File: src/hw/rtl/slc_pkg.sv
package slc_pkg;

   localparam int CNT_W       = 7;
   localparam int COORD_W     = 16;
   localparam int DIST_W      = 35;
   localparam int ROOT_W      = 18;
   localparam int QUEUE_DEPTH = 4;
   localparam int REQ_DATA_W  = 32;
   localparam int RSP_DATA_W  = 40;
   localparam int ID_OUT_W    = 6;
   localparam int MDIST_W     = 17;
   localparam int COUNT_OUT_W = 6;

   localparam logic [DIST_W-1:0] DIST_INF = '1;

   typedef struct packed {
      logic                       store;
      logic [CNT_W-1:0]           index;
      logic signed [COORD_W-1:0]  y;
      logic signed [COORD_W-1:0]  x;
      logic                       run;
      logic [CNT_W-1:0]           total;
      logic                       dropped;
   } cmd_type;

endpackage

File: src/hw/rtl/slc_front.sv
module slc_front #(
   parameter int MAX_POINTS = 32
) (
   input  logic                                 clock,
   input  logic                                 reset,
   input  logic                                 req_tvalid,
   output logic                                 req_tready,
   input  logic [slc_pkg::REQ_DATA_W-1:0]       req_tdata,
   input  logic                                 req_tlast,
   input  logic                                 queue_full,
   output logic                                 cmd_push,
   output slc_pkg::cmd_type                     cmd
);

   logic [slc_pkg::CNT_W-1:0] count_ff;
   logic                      dropped_ff;
   logic                      fits;

   assign req_tready = !queue_full;
   assign cmd_push   = req_tvalid && req_tready;
   assign fits       = count_ff < slc_pkg::CNT_W'(MAX_POINTS);

   always_comb begin
      cmd.store   = fits;
      cmd.index   = count_ff;
      cmd.x       = req_tdata[15:0];
      cmd.y       = req_tdata[31:16];
      cmd.run     = req_tlast;
      cmd.total   = fits ? slc_pkg::CNT_W'(count_ff + 1'b1) : count_ff;
      cmd.dropped = dropped_ff | !fits;
   end

   always_ff @(posedge clock) begin
      if (reset) begin
         count_ff   <= '0;
         dropped_ff <= 1'b0;
      end else if (cmd_push) begin
         if (req_tlast) begin
            count_ff   <= '0;
            dropped_ff <= 1'b0;
         end else begin
            count_ff   <= cmd.total;
            dropped_ff <= cmd.dropped;
         end
      end
   end

endmodule

File: config.mk
export PLATFORM = sky130hd
export DESIGN_NAME = slc_front
export DESIGN_NICKNAME = d
export VERILOG_FILES = /design/src/hw/rtl/slc_pkg.sv /design/src/hw/rtl/slc_front.sv
export SDC_FILE = /design/constraint.sdc
export NUM_CORES = 1
export LEC_CHECK = 0
export ABC_CLOCK_PERIOD_IN_PS = 2500
export BUFFER_PORTS_ARGS = -buffer_cell sky130_fd_sc_hd__buf_2
export CAP_MARGIN = 20
export CORE_ASPECT_RATIO = 0.8
export CORE_MARGIN = 5
export CORE_UTILIZATION = 35
export DETAILED_ROUTE_END_ITERATION = 7
export PLACE_DENSITY = 0.82
export RECOVER_POWER = 100
export SETUP_SLACK_MARGIN = 0.05
export SYNTH_ARGS = -nofsm -noshare
export SYNTH_HDL_FRONTEND = slang
export SYNTH_SLANG_ARGS = --single-unit
File: constraint.sdc
create_clock -name clock -period 2.5 [get_ports clock]
set_clock_uncertainty 0.1 [all_clocks]
set_input_delay 0.375 -clock clock [delete_from_list [all_inputs] [get_ports clock]]
set_output_delay 0.375 -clock clock [all_outputs]
set_load 0.05 [all_outputs]
==> run metrics <==
status=complete, no violations; RSZ-0062 raised after global routing=no; post-synthesis cell count=91; min Tclk post-route=2.192 ns; synth warn=0; worst r2r dst=count_ff[2]; clock slew at reported path FFs=0.06 ns; uppermost layer routed=met4; area of the mapped netlist=728.2 sq um; max_slew headroom=58.88%; Final Cycle Share=87.67%; Worst IR Drop VDD=0.1873 mV; CP max-delay cell=clkbuf_1; syn_nets=129; # DRC=0; post-synth top area share=35.05%; Setup-failing EPs final=0; vias per cell=5.333; later-pin clock latency in the skew report=0.25 ns; total gr overflow=0; Vias=560; CTS max path bufs=2; delay-heaviest family, CP=buffers and inverters; Met3 Wirelength=175 um; antenna violations before repair=0; post-DR wirelength/cell=14.29 um; total CTS buffers=3; commonest cells in the netlist=buf_4, dfxtp_1, a21oi_1; setup_tns=0 ns; Worst Tran Pin Value=0.6195 ns; Chip Height=50.80 um; # diodes=0; Clk network pwr share=37.1%; P per Cell Area=439.8 mW/mm^2; fin. max-slew vios=0; Post-synth ARST share=0%; Critical Path End=cmd[2]; total track usage=9.754%; maxcap violations=0; Synth cell types=29; total leakage power=0.2558 nW; final hold vios=0; DR pass1 iterations=3; fin nets=121; Starting Density=37.79%; IO Pins=88; Max FO, Critical Path=12; DRT iter0 DRCs=2; core box area=0.001927 sq mm; R2R depth=4; ranking of synthesized cells by area=buf_4, dfxtp_1, a21oi_1; clk sink count=8; P_sw=0.07639 mW; WHS=0.2856 ns; largest net degree at the start of global routing=13; gpl congestion=0.8376; DRT Wirelength=1500 um; post-route cell area=610.6 sq um; Layout area overhead=-16.15%; clock root buffer=clkbuf_4; Worst Hold Class=in2reg; vias in the first global route=529; top-count cell post-synth=buf_4; die width=61.00 um; RR Startpoint=count_ff[0]; most area-hungry cell type in the Yosys netlist=buf_4; metal2 WL=701 um; CP bufs+invs=2; Seq pwr share=48.3%; sw frac=28.45%; most frequent CP cell=nand2_1; M1 wire length=599 um; DIE AREA=0.003099 sq mm; instance count on the critical path=5; Reg2Reg Setup Slack=0.76 ns; arrival time worst endpoint=1.72 ns; CTS tree=done; share of cells above drive strength 1=18.52%; port bufs=23; Hold Crit Depth=2; Post-CTS Setup Inserts=0; Worst Path Required=2.03 ns; sequential fraction of the synthesis area=21.99%; Worst setup EP type=output pin; dominant synthesized flop cell=dfxtp_1; Max H-tree Level=1; P_int=0.1921 mW; site row count=14; Max Fclk=456.2 MHz; ANT nets after route=0; dpl cell area=610.6 sq um; crit start category=flip-flop; first-pass GRT wire length=2387 um; Synth Register Bits=8; Comb pwr share=14.6%; Post-synth EDFFs=0; Crit. Startpoint=count_ff[6]; Post-CTS Hold Buffers=0; Post-DP HPWL=1199 um; worst-path cell chain=or2_1, inv_1, nand2_1, nand2_1, clkbuf_1; Syn Area/Cell=8.002 sq um; CP peak stage delay=0.46 ns; cts repair resizes=0; critical path class=reg2out
==> final cells by class <==
| cell class | instances | area, sq um |
|---|---|---|
| repair buffers | 23 | 95.09 |
| inverters | 4 | 15.01 |
| fillers | 215 | 1316 |
| well taps | 24 | 30.03 |
| flip-flops and latches | 8 | 160.2 |
| multi-input cells | 43 | 287.8 |
| clock buffers | 3 | 22.52 |
==> stage by stage <==
step | total power, mW | worst slack (ns) | utilization (%) | std cells
floorplan | 0.2991 | 0.07372 | - | 91
global placement | 0.1726 | 0.6818 | 31.69 | 102
detailed placement | 0.1732 | 0.6538 | 31.69 | 102
CTS | 0.2727 | 0.3765 | 32.86 | 105
global route | 0.2820 | 0.1844 | 31.69 | 105
finish | 0.2685 | 0.3082 | 31.69 | 105
==> kinds of logic after synthesis <==
| logic type | count (synthesis) | share of synthesized area, % |
|---|---|---|
| buffers and inverters | 40 | 39.17 |
| AND/OR/NAND/NOR | 23 | 19.42 |
| AO/OA/AOI/OAI | 15 | 12.89 |
| flip-flops | 8 | 21.99 |
| XOR/XNOR | 4 | 4.812 |
| adder cells (fa/ha/maj) | 1 | 1.718 |
==> cell usage in the layout, fill, tap and decap left out, types with 2 or more instances in the layout <==
cell	instances
clkbuf_1	16
dfxtp_1	8
a21oi_1	7
inv_1	4
nand2_1	4
clkbuf_2	4
or4_1	3
o21ai_0	3
clkbuf_4	3
buf_2	3
nand2b_1	2
nand3_1	2
nor2_1	2
xor2_1	2
or3b_1	2
o311ai_0	2
==> state kept, by name, indices dropped and copies added, names as in the netlist <==
signal      flops
count_ff        7
dropped_ff      1
==> worst min-delay path by stage <==
stage	endpoint	start	slack, ns
after CTS	count_ff[0]	reset	0.28
after floorplan	count_ff[0]	reset	0.34
after detailed placement	dropped_ff	dropped_ff	0.40
after global routing	count_ff[4]	reset	0.27
final	count_ff[0]	reset	0.29
after global placement	dropped_ff	dropped_ff	0.38
==> per-layer routing <==
metal	vias up	global-route usage (%)
li1	259	-
met1	252	10.56
met2	39	16.01
met5	-	0
met3	10	2.821
met4	0	6.859
==> worst reg2reg max path, stage by stage (launching register included) <==
cell and delay (ns):
dfxtp_1 0.41, ha_1 0.19, or3b_1 0.42, or4_1 0.47, o21ai_0 0.08
==> power by group through the flow <==
stage / sequential, mW / clock, mW / combinational, mW
after floorplan: 0.136 / 0 / 0.164
after global routing: 0.130 / 0.110 / 0.0419
after global placement: 0.132 / 0 / 0.0403
after detailed placement: 0.132 / 0 / 0.0407
after CTS: 0.130 / 0.102 / 0.0408
final: 0.130 / 0.0997 / 0.0392
(Power assumes the default switching activity.)
