<file path="src/hw/rtl/slc_queue.sv">
module slc_queue #(
   parameter int WIDTH = 8,
   parameter int DEPTH = 4
) (
   input  logic             clock,
   input  logic             reset,
   input  logic             push,
   input  logic [WIDTH-1:0] push_data,
   input  logic             pop,
   output logic [WIDTH-1:0] head,
   output logic             full,
   output logic             empty
);

   localparam int PTR_W = $clog2(DEPTH);

   logic [WIDTH-1:0] mem_ff [DEPTH];
   logic [PTR_W-1:0] wr_ptr_ff;
   logic [PTR_W-1:0] rd_ptr_ff;
   logic [PTR_W:0]   fill_ff;

   assign full  = fill_ff == (PTR_W+1)'(DEPTH);
   assign empty = fill_ff == '0;
   assign head  = mem_ff[rd_ptr_ff];

   always_ff @(posedge clock) begin
      if (push) begin
         mem_ff[wr_ptr_ff] <= push_data;
      end
      if (reset) begin
         wr_ptr_ff <= '0;
         rd_ptr_ff <= '0;
         fill_ff   <= '0;
      end else begin
         if (push) begin
            wr_ptr_ff <= (wr_ptr_ff == PTR_W'(DEPTH - 1)) ? '0 : PTR_W'(wr_ptr_ff + 1'b1);
         end
         if (pop) begin
            rd_ptr_ff <= (rd_ptr_ff == PTR_W'(DEPTH - 1)) ? '0 : PTR_W'(rd_ptr_ff + 1'b1);
         end
         if (push && !pop) begin
            fill_ff <= fill_ff + 1'b1;
         end else if (pop && !push) begin
            fill_ff <= fill_ff - 1'b1;
         end
      end
   end

endmodule

</file>
<file path="config.mk">
export PLATFORM = sky130hd
export DESIGN_NAME = slc_queue
export DESIGN_NICKNAME = d
export VERILOG_FILES = /design/src/hw/rtl/slc_queue.sv
export SDC_FILE = /design/constraint.sdc
export NUM_CORES = 1
export LEC_CHECK = 0
export ABC_AREA = 1
export ABC_CLOCK_PERIOD_IN_PS = 1600
export BUFFER_PORTS_ARGS = -buffer_cell sky130_fd_sc_hd__buf_2
export CAP_MARGIN = 20
export CELL_PAD_IN_SITES_DETAIL_PLACEMENT = 1
export CELL_PAD_IN_SITES_GLOBAL_PLACEMENT = 1
export CORE_UTILIZATION = 45
export DETAILED_ROUTE_END_ITERATION = 8
export PLACE_DENSITY = 0.88
export SETUP_SLACK_MARGIN = 0.15
export SLEW_MARGIN = 10
export SYNTH_ARGS = -nofsm -noshare
export SYNTH_HDL_FRONTEND = slang
export SYNTH_SLANG_ARGS = --single-unit
export TNS_END_PERCENT = 1
</file>
<file path="constraint.sdc">
create_clock -name clock -period 1.6 [get_ports clock]
set_clock_uncertainty 0.05 [all_clocks]
set_input_delay 0 -clock clock [delete_from_list [all_inputs] [get_ports clock]]
set_output_delay 0 -clock clock [all_outputs]
set_load 0.02 [all_outputs]
</file>
==> results.toml, run 1 <==
[yosys]
synth_top_area_share_pct = 58.2
synth_area_um2 = 1650
synth_common_cells = "edfxtp_1, nor2_1, inv_1, o21ai_0, dfxtp_1"
synth_edf_count = 32
synth.area.top_cells = "edfxtp_1, dfxtp_1, nor2_1, ha_1, o21ai_0"
syn_nets = 154
synth_area_per_cell_um2 = 12.2
synthXorXnorAreaFrac_pct = 0.530
synthMostInstantiatedCell = "edfxtp_1"
synthArstFlopShare_pct = 0
dominantRegCellSynth = "edfxtp_1"
synth-compound-area-share_pct = 10.2
yosysWarnings = 0
synth_cells = 135
synth_top_family_by_area = "compound AO/OA/AOI/OAI gates"
synthMuxAreaShare_pct = 0
post_synth_fa_ha_maj_area_fraction_pct = 5.76
synth-simple-area-share_pct = 9.47
ys_seq_area_share_pct = 69.1
yosysTopAreaCell = "edfxtp_1"
ys_ff_latch = 41
ys_types = 19

[setup_path]
start_kind = "flip-flop"
ff2ff_path_depth = 4
path_class = "reg -> out"
cp.arrival_ns = 1.38
reg2reg_to = "mem_ff[2][2]"
crit_fanout = 6
r2r-start = "wr_ptr_ff[0]"
required_ns = 1.55
rrSetupSlack_ns = 0.20
end_kind = "primary output"

[floorplanning]
start_util_pct = 48.4
die-area_um2 = 3920
die_x_um = 62.6
core.rowCount = 21
fp.coreArea_um2 = 3420
ios = 22
chipHeight_um = 62.6

[drt]
wirelength_um = 3700
met3_length_um = 108
drt_iter0_drc = 37
drtPass1Iterations = 3
route.vias.total = 1155
wl_met2_um = 2020
m1WireLength_um = 1490
ant_nets = 0
wire_per_inst_um = 16.5
drc_errors = 0
top_layer = "met4"
vias_per_cell = 5.16

[power_and_ir_drop]
ir_drop_v = 0.000531
p_leak_nw = 0.829
pwr_density_cell_nw_per_um2 = 1030

[hold_path]
hold_depth = 5
min_from = "pop"
hp-class = "in -> reg"

[clock_tree]
cts_sinks = 41
clockBufferDepth = 2
clk_pin_slew_ns = 0.12
cts-buffers-inserted = 5
worstSkewPairLatency_ns = 0.35
htreeDepth = 2
cts_tree = "done"
cts-root-buf = "clkbuf_4"

[timing]
final_max_slew_viol_count = 0
finalSetupTns_ns = 0
worstMarginPinSlew_ns = 0.421
fin_crit_ns = 1.43
finalSetupViolCount = 0
rsz0062_at_grt = "yes"
timing.fmax_mhz = 698
fin_crit_sh_pct = 89.6
hold_viol_final = 0
maxSlewHeadroom_pct = 71.9

[grt]
grt_pass1_vias = 1281
grt_use_total_pct = 20.7
grt_remaining_overflow = 0
grt_pass1_wl_um = 5960
antenna_found_initial = 0
grt_max_degree = 17

[final_layout]
drive_gt1_share_pct = 25.3
syn_to_final_growth_pct = 24.5
antenna_cells = 0
fin_nets = 196
fin_util_pct = 60.2

[place]
port_buffers = 21
hpwlAfterDp_um = 2480
gp_congestion = 0.689

[outcome]
status = "completed"

[job]
max_cap_viol_count = 0
==> cell type report <==
cell class	count	area [um^2]
inverter	16	70.1
timing repair buffer	37	282
fill	366	1360
tap	46	57.6
sequential	41	1150
clock inverter	3	17.5
multi-input combinational	76	442
clock buffer	5	37.5
==> through the flow <==
| stage | setup WS [ns] | total power [W] | hold WS (ns) | cell area, um^2 | std cells |
|---|---|---|---|---|---|
| floorplan | 0.402 | 0.00146 | 0.0224 | 1650 | 135 |
| global placement | 0.323 | 0.00155 | 0.165 | 1810 | 202 |
| detailed placement | 0.216 | 0.00158 | 0.176 | 1810 | 202 |
| CTS | 0.140 | 0.00211 | 0.0227 | 2020 | 224 |
| global route | 0.0898 | 0.00222 | 0.0456 | 2060 | 224 |
| finish | 0.166 | 0.00212 | 0.0528 | 2060 | 224 |
==> per-layer routing <==
metal  vias up  global-route usage, %
met4         0                   8.43
met2        21                   38.5
met3         8                   5.66
met5         -                      0
li1        557                      -
met1       569                   21.9
==> where the power goes <==
| part | switching, W | internal, W |
|---|---|---|
| Clock | 0.000331 | 0.000166 |
| Combinational | 0.000216 | 0.000150 |
| Sequential | 0.0000448 | 0.00121 |
| Total | 0.000592 | 0.00152 |
==> registers in the layout, indices dropped and copies added (netlist names), named ones only <==
name,flops
mem_ff,32
fill_ff,3
rd_ptr_ff,2
wr_ptr_ff,2
==> cells in the final DEF, fill, tap and decap left out <==
cell,synthesis,final
edfxtp_1,32,32
nor2_1,22,22
buf_2,0,15
inv_1,15,14
dlygate4sd3_1,0,12
o21ai_0,15,9
nand2_1,8,8
o22ai_1,8,7
buf_4,0,7
o21ai_1,2,6
ha_1,6,6
dfxtp_1,9,6
clkbuf_4,0,5
o21ai_2,2,4
nor3_1,4,4
a21oi_1,3,3
buf_6,2,3
nor2_2,2,2
dfxtp_4,0,2
clkinv_2,0,2
inv_8,0,1
inv_4,0,1
o22ai_2,0,1
xor2_1,1,1
nand3_1,1,1
nand4_1,1,1
fa_1,1,1
clkinvlp_4,0,1
dfxtp_2,0,1
==> worst max-delay path, cell delays in order, from the launching register on <==
cell and delay [ns]:
dfxtp_4 0.43, buf_6 0.14, o21ai_1 0.08, o22ai_1 0.20, buf_4 0.18
==> cells by family after synthesis <==
group | count (synthesis)
fa+ha+maj | 7
simple gates | 38
compound gates | 30
buf+inv | 18
xor+xnor | 1
flops | 41
==> how the worst max path moves through the flow <==
stage                      start            to  slack (ns)  cells after the start
global route           flip-flop       head[5]        0.09                      4
CTS                    flip-flop       head[7]        0.14                      4
floorplan             fill_ff[0]    fill_ff[2]        0.40                      7
finish                 flip-flop       head[1]        0.17                      4
detailed placement           pop    fill_ff[2]        0.22                     11
global placement    wr_ptr_ff[1]  mem_ff[1][6]        0.32                      4
==> what timing repair did <==
| action | CTS | global route |
|---|---|---|
| resized for setup | 10 | 18 |
| buffers inserted | 2 | 0 |
| endpoints found under the hold margin | 41 | 0 |
| hold buffers | 12 | 0 |
| setup endpoints to repair | 8 | 14 |
| pin swaps | 1 | 4 |
(Power assumes the default switching activity.)
==> run 2: changes to the inputs <==
Settings changed: BUFFER_PORTS_ARGS -buffer_cell sky130_fd_sc_hd__buf_2 to unset, CORE_UTILIZATION 45 to 49, DONT_BUFFER_PORTS set to 1, PLACE_DENSITY 0.88 to 0.87.
==> run 2 against run 1 <==
Via count is 1.2% lower. Worst setup slack improved by 0.022 ns. Power up 1.1%.
==> results.toml, run 2 (synthesized netlist as in run 1, its figures left out) <==
[clock_tree]
clockBufferDepth = 2
cts_tree = "done"
clk_pin_slew_ns = 0.12
cts_sinks = 41
cts-buffers-inserted = 5
htreeDepth = 2
worstSkewPairLatency_ns = 0.34
cts-root-buf = "clkbuf_4"

[power_and_ir_drop]
combPwrFrac_pct = 16.6
pwr_density_cell_nw_per_um2 = 1080
switching_share_pct = 26.9
power.switching_w = 0.000574
p_leak_nw = 0.780
pwr-share-seq_pct = 58.7
ir_drop_v = 0.000609
intPower_w = 0.00156
p_clk_share_pct = 24.8

[timing]
maxSlewHeadroom_pct = 72.5
fin_crit_ns = 1.41
fin_crit_sh_pct = 88.2
rsz0062_at_grt = "yes"
finalSetupTns_ns = 0
final_max_slew_viol_count = 0
hold_viol_final = 0
worstMarginPinSlew_ns = 0.412
finalSetupViolCount = 0
holdWs_ns = 0.0187
timing.fmax_mhz = 708

[floorplanning]
core.rowCount = 20
fp.coreArea_um2 = 3130
chipHeight_um = 60.1
start_util_pct = 52.8
die-area_um2 = 3610
ios = 22
die_x_um = 60.1

[final_layout]
final_cell_mix = "edfxtp_1, nor2_1, inv_1, o21ai_0, dlygate4sd3_1"
antenna_cells = 0
fin_nets = 182
top_register = "mem_ff"
instances_no_fill = 208
fill_cells = 329
largest_reg_flops = 32
drive_gt1_share_pct = 17.7
fin_util_pct = 63.2
syn_to_final_growth_pct = 19.8
top_regs = "mem_ff x32, fill_ff x3"
fin_area_um2 = 1980
layout_commonest_cell = "edfxtp_1"

[place]
hpwlAfterDp_um = 2630
post_dp_cell_area_um2 = 1750
port_buffers = 0
gp_congestion = 0.709
placedCellCount = 186

[job]
max_cap_viol_count = 0

[hold_path]
min_to = "mem_ff[2][1]"
min_from = "push"
hold_depth = 2
hp-class = "in -> reg"

[setup_path]
ff2ff_path_depth = 4
rrSetupSlack_ns = 0.19
path_class = "reg -> out"
start_kind = "flip-flop"
cp.arrival_ns = 1.36
required_ns = 1.55
r2r-start = "wr_ptr_ff[1]"
reg2reg_to = "mem_ff[1][3]"
end_kind = "primary output"
crit_fanout = 7

[grt]
grt_max_degree = 17
antenna_found_initial = 0
grt_use_total_pct = 24.8
grt_remaining_overflow = 0
grt_pass1_wl_um = 6070
grt_pass1_vias = 1204

[drt]
drc_errors = 0
wire_per_inst_um = 19.1
wirelength_um = 3970
route.vias.total = 1141
drt_iter0_drc = 36
drtPass1Iterations = 4
vias_per_cell = 5.49
ant_nets = 0

[outcome]
status = "completed"
[run 2: worst max-delay path by stage]
stage	startpoint	end	cells past startpoint
after floorplan	fill_ff[0]	fill_ff[2]	7
after global placement	wr_ptr_ff[0]	mem_ff[3][1]	3
after detailed placement	wr_ptr_ff[0]	mem_ff[3][7]	3
after CTS	flip-flop	head[1]	4
after global routing	flip-flop	head[2]	4
final	flip-flop	head[1]	4
[run 2: metal layers]
layer	track usage, %	wire length (um)
met2	44.4	2210
met1	27.9	1510
met5	0	0
met3	7.14	194
met4	8.64	61
[run 2: critical path, stage by stage (launching register included)]
cell	delay, ns
dfxtp_4	0.43
buf_6	0.13
o21ai_0	0.10
o22ai_1	0.19
buf_4	0.17
[run 2: final cells by class]
class                   instances  area (um^2)  share of cell area (%)
clock buffers                   8         58.8                    2.97
inverters                      16         67.6                    3.42
repair buffers                 23          206                    10.4
well taps                      44         55.1                    2.78
multi-input cells              76          443                    22.4
flip-flops and latches         41         1150                    58.0
[run 2: power by group through the flow]
stage	clock network, W	registers, W	logic [W]
after floorplan	0	0.00126	0.000204
after global placement	0	0.00127	0.000273
after detailed placement	0	0.00127	0.000301
after CTS	0.000544	0.00125	0.000344
after global routing	0.000581	0.00126	0.000388
final	0.000530	0.00125	0.000354
[run 2: through the flow]
stage | worst slack (ns) | power (W)
after global placement | 0.321 | 0.00154
after floorplan | 0.402 | 0.00146
after detailed placement | 0.233 | 0.00158
after global routing | 0.133 | 0.00223
final | 0.188 | 0.00214
after CTS | 0.0682 | 0.00214
[run 2: timing repair]
action | CTS | global route
buffers inserted | 0 | 1
hold endpoints to repair | 43 | 0
hold buffers | 12 | 0
pin swaps | 0 | 1
gates resized for setup | 4 | 11
endpoints found under the setup margin | 8 | 11
cloned | 0 | 1
==> run 3: changes to the inputs <==
Settings changed: ABC_AREA 1 to 0, CORE_UTILIZATION 49 to 50, PLACE_DENSITY 0.87 to 0.85.
==> run 3 against run 2 <==
Sequential power hardly changed. Cell area is 1.6% lower. Clock power is 54% higher. Non-clock buffer count is 4 lower. Largest cell class unchanged. Die area is 5.0% lower. First-iteration DRC count is 42% lower. Highest routed layer unchanged. Final cell count is 25% lower. Register-to-register slack worse by 0.08 ns. Synthesized cell count is 36% lower. Hold slack worse by 0.012 ns. Sequential cell count stayed put.
==> results.toml, run 3 <==
[outcome]
status = "completed"

[drt]
vias_per_cell = 5.17
wirelength_um = 2890
route.vias.total = 801
drtPass1Iterations = 4
drc_errors = 0
wire_per_inst_um = 18.7
drt_iter0_drc = 21
ant_nets = 0

[setup_path]
slowest_stage = "dfxtp_4"
crit_fanout = 2
startpoint = "fill_ff[0]"
worstPathCellList = "fa_2 > xor2_1 > or3_1 > a21oi_1"
r2r-start = "fill_ff[0]"
required_ns = 1.83
slowest_delay_ns = 0.38
path_class = "reg -> reg"
start_kind = "flip-flop"
end_kind = "flip-flop"
cp.arrival_ns = 1.72

[clock_tree]
htreeDepth = 2
worstSkewPairLatency_ns = 0.34
cts-buffers-inserted = 5
cts_sinks = 41
clockBufferDepth = 2
cts_tree = "done"
cts-root-buf = "clkbuf_4"
clk_pin_slew_ns = 0.12

[yosys]
syn_nets = 105
synthMostInstantiatedCell = "edfxtp_1"
yosysTopAreaCell = "edfxtp_1"
synthArstFlopShare_pct = 0
ys_ff_latch = 41
synth_common_cells = "edfxtp_1, dfxtp_1, mux4_2"
post_synth_fa_ha_maj_area_fraction_pct = 5.95
synth_area_per_cell_um2 = 18.6
synthXorXnorAreaFrac_pct = 1.10
synth_cells = 86
synth_top_family_by_area = "multiplexers"
dominantRegCellSynth = "edfxtp_1"
synthMuxAreaShare_pct = 13.8
ys_types = 17
synth-compound-area-share_pct = 0.940
synth_edf_count = 32
yosysWarnings = 0
ys_seq_area_share_pct = 71.4
synth.area.top_cells = "edfxtp_1, dfxtp_1, mux4_2, ha_1, mux2i_1"
synth_area_um2 = 1600
synth_top_area_share_pct = 60.1
synth-simple-area-share_pct = 4.86

[place]
port_buffers = 0
hpwlAfterDp_um = 1810
placedCellCount = 131
gp_congestion = 0.670
post_dp_cell_area_um2 = 1660

[final_layout]
layout_commonest_cell = "edfxtp_1"
top_regs = "mem_ff x32, fill_ff x3"
drive_gt1_share_pct = 22.5
largest_reg_flops = 32
top_register = "mem_ff"
final_cell_mix = "edfxtp_1, dlygate4sd3_1, mux4_2"
syn_to_final_growth_pct = 21.8
instances_no_fill = 155
fin_nets = 129
fin_util_pct = 63.7
antenna_cells = 0
fin_area_um2 = 1950

[floorplanning]
start_util_pct = 52.3
die_x_um = 58.5
core.rowCount = 20
ios = 22
fp.coreArea_um2 = 3050
die-area_um2 = 3430
chipHeight_um = 58.5

[grt]
antenna_found_initial = 0
grt_max_degree = 14
grt_pass1_wl_um = 4570
grt_pass1_vias = 967
grt_use_total_pct = 19.9
grt_remaining_overflow = 0

[timing]
finalSetupTns_ns = 0
timing.fmax_mhz = 671
hold_viol_final = 0
rsz0062_at_grt = "yes"
worstMarginPinSlew_ns = 0.437
finalSetupViolCount = 0
fin_crit_sh_pct = 93.1
final_max_slew_viol_count = 0
maxSlewHeadroom_pct = 70.8
holdWs_ns = 0.00619
fin_crit_ns = 1.49

[power_and_ir_drop]
ir_drop_v = 0.000810
p_leak_nw = 0.695
pwr_density_cell_nw_per_um2 = 1220

[job]
max_cap_viol_count = 0

[hold_path]
min_from = "push"
hp-class = "in -> reg"
==> run 3: cell count changes in the layout (fill, tap and decap cells not counted), moves of 3 or more <==
cell,previous run,this run
nor2_1,22,7
o21ai_0,14,1
inv_1,14,4
mux4_2,0,8
nand2_1,8,0
buf_4,9,3
o22ai_1,6,0
dlygate4sd3_1,11,15
mux2i_1,0,4
nor3_1,4,0
and2_1,0,3
o21ai_1,3,0
==> run 3: per-stage QoR <==
step           worst slack (ns)  total power [W]
2_1_floorplan             0.159          0.00146
3_3_place_gp              0.144          0.00149
3_5_place_dp             0.0682          0.00151
4_1_cts                  0.0951          0.00238
5_1_grt                  0.0612          0.00246
6_report                  0.110          0.00237
==> run 3: cell type report <==
type                    count  area, um^2
clock buffers               5        37.5
repair buffers             19         193
clock inverters             3        65.1
inverters                   4        15.0
fillers                   281        1110
flip-flops and latches     41        1150
multi-input cells          39         434
well taps                  44        55.1
==> run 3: cell families (layout without fill, tap and decap cells) <==
family / count (synthesis) / after routing
AO/OA/AOI/OAI: 3 / 3
buffers and inverters: 6 / 31
flip-flops: 41 / 41
multiplexers: 12 / 12
AND/OR/NAND/NOR: 15 / 15
adder cells (fa/ha/maj): 7 / 7
XOR/XNOR: 2 / 2
==> run 3: worst max-delay path, delay by kind of cell, from the launching register on <==
family	cells	cell delay [ns]
flops	1	0.38
fa+ha+maj	1	0.38
compound gates	1	0.14
simple gates	1	0.32
xor+xnor	1	0.16
==> run 3: path summary, 6_finish.rpt <==
kind                                endpoint  slack [ns]  cells past startpoint
worst min-delay path            mem_ff[3][2]       0.006                      2
worst min register to register  wr_ptr_ff[1]        0.52                      2
worst max-delay path              fill_ff[2]        0.11                      4
worst max register to register    fill_ff[2]        0.11                      4
==> run 3: per-layer routing <==
metal | GRT usage, % | up-vias | wire (um)
li1 | - | 373 | -
met1 | 19.7 | 403 | 1090
met2 | 36.8 | 21 | 1630
met3 | 7.03 | 4 | 136
met4 | 9.18 | 0 | 40
met5 | 0 | - | 0
==> run 3: power breakdown <==
part	internal (W)	total, W	leakage [nW]	switching (W)
Clock	0.000484	0.000815	0.0552	0.000332
Sequential	0.00121	0.00125	0.369	0.0000418
Combinational	0.000140	0.000302	0.271	0.000162
==> run 3: timing repair <==
action                                  CTS  global route
endpoints found under the setup margin    9            34
hold buffers                             14             1
pin swaps                                 1             0
hold endpoints to repair                 41             6
buffers inserted                          1             0
gates resized for setup                   7             2
